## config.mk

```make
export PLATFORM = sky130hd
export DESIGN_NAME = pocr_queue
export DESIGN_NICKNAME = d
export VERILOG_FILES = /design/src/sv/pocr_pkg.sv /design/src/sv/pocr_queue.sv
export SDC_FILE = /design/constraint.sdc
export NUM_CORES = 1
export LEC_CHECK = 0
export ABC_AREA = 1
export BUFFER_PORTS_ARGS = -buffer_cell sky130_fd_sc_hd__buf_4
export CELL_PAD_IN_SITES_DETAIL_PLACEMENT = 1
export CELL_PAD_IN_SITES_GLOBAL_PLACEMENT = 2
export CORE_UTILIZATION = 35
export CTS_CLUSTER_DIAMETER = 120
export DETAILED_ROUTE_END_ITERATION = 8
export PLACE_DENSITY = 0.83
export SYNTH_ARGS = -nofsm -noshare
export SYNTH_HDL_FRONTEND = slang
export SYNTH_SLANG_ARGS = --single-unit
```

## constraint.sdc

```tcl
create_clock -name clk -period 1.26 [get_ports clk]
set_input_delay 0.189 -clock clk [delete_from_list [all_inputs] [get_ports clk]]
set_output_delay 0.189 -clock clk [all_outputs]
set_load 0.02 [all_outputs]
```

## src/sv/pocr_pkg.sv

```systemverilog
`default_nettype none
package pocr_pkg;
  localparam int PAGE_W = 7;
  localparam int MAX_LEN = 32;
  localparam int LEN_W = 6;
  localparam int POS_W = 5;
  localparam int RULE_AW = 14;
  localparam int RULE_DEPTH = 16384;
  localparam int MAX_PASSES = 1024;
  localparam int PASS_W = 11;
  localparam int SUM_W = 32;
  localparam int QUEUE_DEPTH = 4;
  localparam int QPTR_W = 2;

  localparam logic [1:0] STATUS_OK = 2'd0;
  localparam logic [1:0] STATUS_OVERFLOW = 2'd1;
  localparam logic [1:0] STATUS_PASS_LIMIT = 2'd2;

  // classified command passed from front to back
  typedef struct packed {
    logic is_rule;
    logic [PAGE_W-1:0] first_page;
    logic [PAGE_W-1:0] second_page;
    logic last;
  } cmd_t;

  // queue status seen by the front end
  typedef struct packed {
    logic full;
    logic empty;
  } queue_status_t;
endpackage
`default_nettype wire

```

## src/sv/pocr_queue.sv

```systemverilog
`default_nettype none
module pocr_queue (
  input wire logic clk,
  input wire logic rst,
  input wire logic push,
  input wire pocr_pkg::cmd_t push_cmd,
  input wire logic pop,
  output pocr_pkg::cmd_t head_cmd,
  output pocr_pkg::queue_status_t status_q
);
  import pocr_pkg::*;

  cmd_t entries [QUEUE_DEPTH];
  logic [QPTR_W-1:0] rd_ptr;
  logic [QPTR_W-1:0] wr_ptr;
  logic [QPTR_W:0] count;

  assign head_cmd = entries[rd_ptr];
  assign status_q.full = (count == (QPTR_W+1)'(QUEUE_DEPTH));
  assign status_q.empty = (count == '0);

  // payload storage
  always_ff @(posedge clk) begin
    if (push) begin
      entries[wr_ptr] <= push_cmd;
    end
  end

  // pointers and fill count
  always_ff @(posedge clk) begin
    if (rst) begin
      rd_ptr <= '0;
      wr_ptr <= '0;
      count <= '0;
    end else begin
      if (push) wr_ptr <= wr_ptr + 1'b1;
      if (pop) rd_ptr <= rd_ptr + 1'b1;
      if (push && !pop) count <= count + 1'b1;
      else if (pop && !push) count <= count - 1'b1;
    end
  end
endmodule
`default_nettype wire

```

==> flow_summary.json <==
{
  "avgSynthCellArea_sq_um": 13.21,
  "dp_hpwl_mm": 3.863,
  "cts_buffers": 9,
  "via_count": 1879,
  "rows": 32,
  "synth_xor_area_share_pct": 0.3128,
  "leakage_nw": 1.436,
  "slew_viol_final": 0,
  "overflow": 0,
  "final_hold_viol_count": 0,
  "critPathArrivalTime_ns": 1.41,
  "final.setup_skew_ns": 0.008078,
  "nets": 305,
  "synth_top_cell_area_share_pct": 68.63,
  "synth.mux.area_fraction_pct": 0,
  "synth_seq_cells": 73,
  "min_path_type": "primary input to register",
  "slew_headroom_pct": 85.40,
  "synthCells": 212,
  "setup.worst_path.class": "register to output port",
  "grt_max_degree": 19,
  "seqCellArea_sq_um": 2118,
  "clockBufferDepth": 2,
  "drt_iter0_drc": 42,
  "status": "complete, but fails checks",
  "cts-root-buf": "clkbuf_8",
  "regToRegSetupSlack_ns": 0.04,
  "reg2reg_depth": 8,
  "die_y_um": 91.45,
  "setup_viol": 16,
  "core_sq_um": 7727,
  "synth_top_family_by_area": "compound AO/OA/AOI/OAI gates",
  "startpoint_type": "register",
  "max_stage_delay_ns": 0.38,
  "place_area_sq_um": 3386,
  "r2r-end": "count[2]$_SDFFE_PP0P_",
  "cts_sinks": 73,
  "grt_pass1_wl_mm": 9.804,
  "drc_errors": 0,
  "max-vdd-ir-drop_mv": 0.5924,
  "cap_violations": 0,
  "synthAdderAreaFrac_pct": 2.949,
  "worstMarginPinSlew_ns": 0.2166,
  "synth_cell_type_count": 18,
  "antenna_found_initial": 0,
  "dp.cells": 362,
  "rsz0062_at_grt": "yes",
  "stdcell_count": 386,
  "min_period_over_period_pct": 127.1,
  "h-tree-depth": 3,
  "finalPower_mw": 5.494,
  "regToRegStartpoint": "count[0]$_SDFFE_PP0P_",
  "place.gp.congestion": 0.7080,
  "area_growth_pct": 36.33,
  "path_cells": "inv_8, buf_12, nor2_1, o22ai_1, buf_4",
  "cp-endpoint": "head_cmd[10]",
  "yosys_warnings": 0,
  "yosysTopAreaCell": "edfxtp_1",
  "num-fill-cells": 810,
  "synth_area_leaders": "edfxtp_1 (69%), dfxtp_1 (6.4%), nor2_1 (5.1%)",
  "io_buffers": 37,
  "critPathCaptureType": "output port",
  "grt_use_total_pct": 16.15,
  "wl_per_cell_um": 16.39,
  "antennaDiodeCount": 0,
  "utilization_pct": 49.40,
  "synth_compound_gate_area_share_pct": 10.72,
  "synth-simple-area-share_pct": 7.060,
  "viasPerCell": 4.868,
  "dr.pass1.iters": 4,
  "finalWirelength_mm": 6.327,
  "setup_ws_ns": -0.3416,
  "fin_area_sq_um": 3817,
  "cts_tree": "built",
  "grt_pass1_vias": 1937,
  "netlist_area_sq_um": 2800,
  "setup_tns_ns": -4.510,
  "worst-path-max-fanout": 11,
  "synth_nets": 238,
  "p_per_area_nw_per_um2": 1439,
  "cp_slowest_cell": "dfxtp_4",
  "fmaxAchievable_mhz": 624.4,
  "start_util_pct": 36.24,
  "drive_above_1_share_pct": 38.73,
  "required_ns": 1.07,
  "pin_count": 38,
  "multi_input_area_sq_um": 649.4,
  "floorplan.die.width_um": 91.45,
  "clk_latency_ns": 0.35,
  "period_needed_ns": 1.602,
  "violations": "setup timing",
  "yosysSeqAreaShare_pct": 75.07,
  "ant_nets": 0,
  "clkTransAtPathRegs_ns": 0.08,
  "dieArea_sq_um": 8362
}
[worst min path at each step]
stage            startpoint                        to  depth (start not counted)
2_1_floorplan           rst     count[0]$_SDFFE_PP0P_                          1
4_1_cts        push_cmd[14]  entries[0][14]$_DFFE_PP_                          1
3_3_place_gp            rst     count[0]$_SDFFE_PP0P_                          2
5_1_grt        push_cmd[15]  entries[1][15]$_DFFE_PP_                          1
3_5_place_dp            rst     count[0]$_SDFFE_PP0P_                          2
6_report        push_cmd[9]   entries[3][9]$_DFFE_PP_                          1
[cell usage in the layout (no fill, tap or decap), drive strengths merged]
master        n
a21oi         3
buf          62
bufinv        1
clkbuf       11
clkinv        2
clkinvlp      4
dfxtp         9
dlygate4sd3   1
edfxtp       64
fa            1
ha            5
inv          16
nand2         9
nand3         1
nand4         1
nor2         38
nor3          2
o21ai        37
o22ai        16
xor2          1
[critical path: cells and delay by family (launching register included)]
kind                   cells  cell delay (ns)
and+or+nand+nor            1             0.04
AOI/OAI and AO/OA          1             0.23
buffers and inverters      3             0.41
DFF                        1             0.38
[synth_stat cells (all sizes together)]
library cell  count
buf               8
o22ai            16
inv              17
nor2             38
xor2              1
nand4             1
a21oi             3
nand3             1
ha                5
fa                1
nor3              2
edfxtp           64
nand2             9
o21ai            37
dfxtp             9
[cells by family (layout without fill, tap and decap cells)]
kind of cell,Yosys count,in the layout
xor+xnor,1,1
fa+ha+maj,6,6
buf+inv,25,97
flops,73,73
compound gates,56,56
simple gates,51,51
[power breakdown]
part,switching (mW),internal [mW]
combinational,0.472,0.409
sequential,0.0604,2.75
clock,0.878,0.921
[layout make-up]
| class | count | area share (%) |
|---|---|---|
| flip-flops and latches | 73 | 55.49 |
| multi-input cells | 114 | 17.01 |
| repair buffers | 64 | 16.85 |
| clock buffers | 10 | 3.343 |
| well taps | 102 | 3.343 |
| inverters | 17 | 2.196 |
| clock inverters | 6 | 1.770 |
[per-stage QoR]
stage	hold WS, ns	worst slack [ns]
after floorplan	0.2614	0.003330
after global placement	0.3580	-0.09476
after detailed placement	0.3633	-0.1455
after CTS	0.02483	-0.3361
after global routing	0.02395	-0.3823
final	0.03776	-0.3416
[repair_timing]
action | 4_1_cts | 5_1_grt
endpoints found under the setup margin | 18 | 64
resized for setup | 28 | 19
hold endpoints to repair | 1 | 0
pin swaps | 5 | 4
cloned | 2 | 1
hold buffers | 1 | 0
setup buffers | 4 | 0
[sequential cells by signal, summed over array words and instances, names as in the netlist, named ones only]
register and flops:
entries 64, rd_ptr 2, count 3, wr_ptr 2
[per-layer routing]
layer  vias up  track usage, %  part of all wire (%)
li1        898               -                     -
met1       937           18.48                    43
met2        35           28.63                    53
met3         9           3.183                   2.8
met4         0           7.937                   1.8
met5         -               0                     0
(Power assumes the default switching activity.)
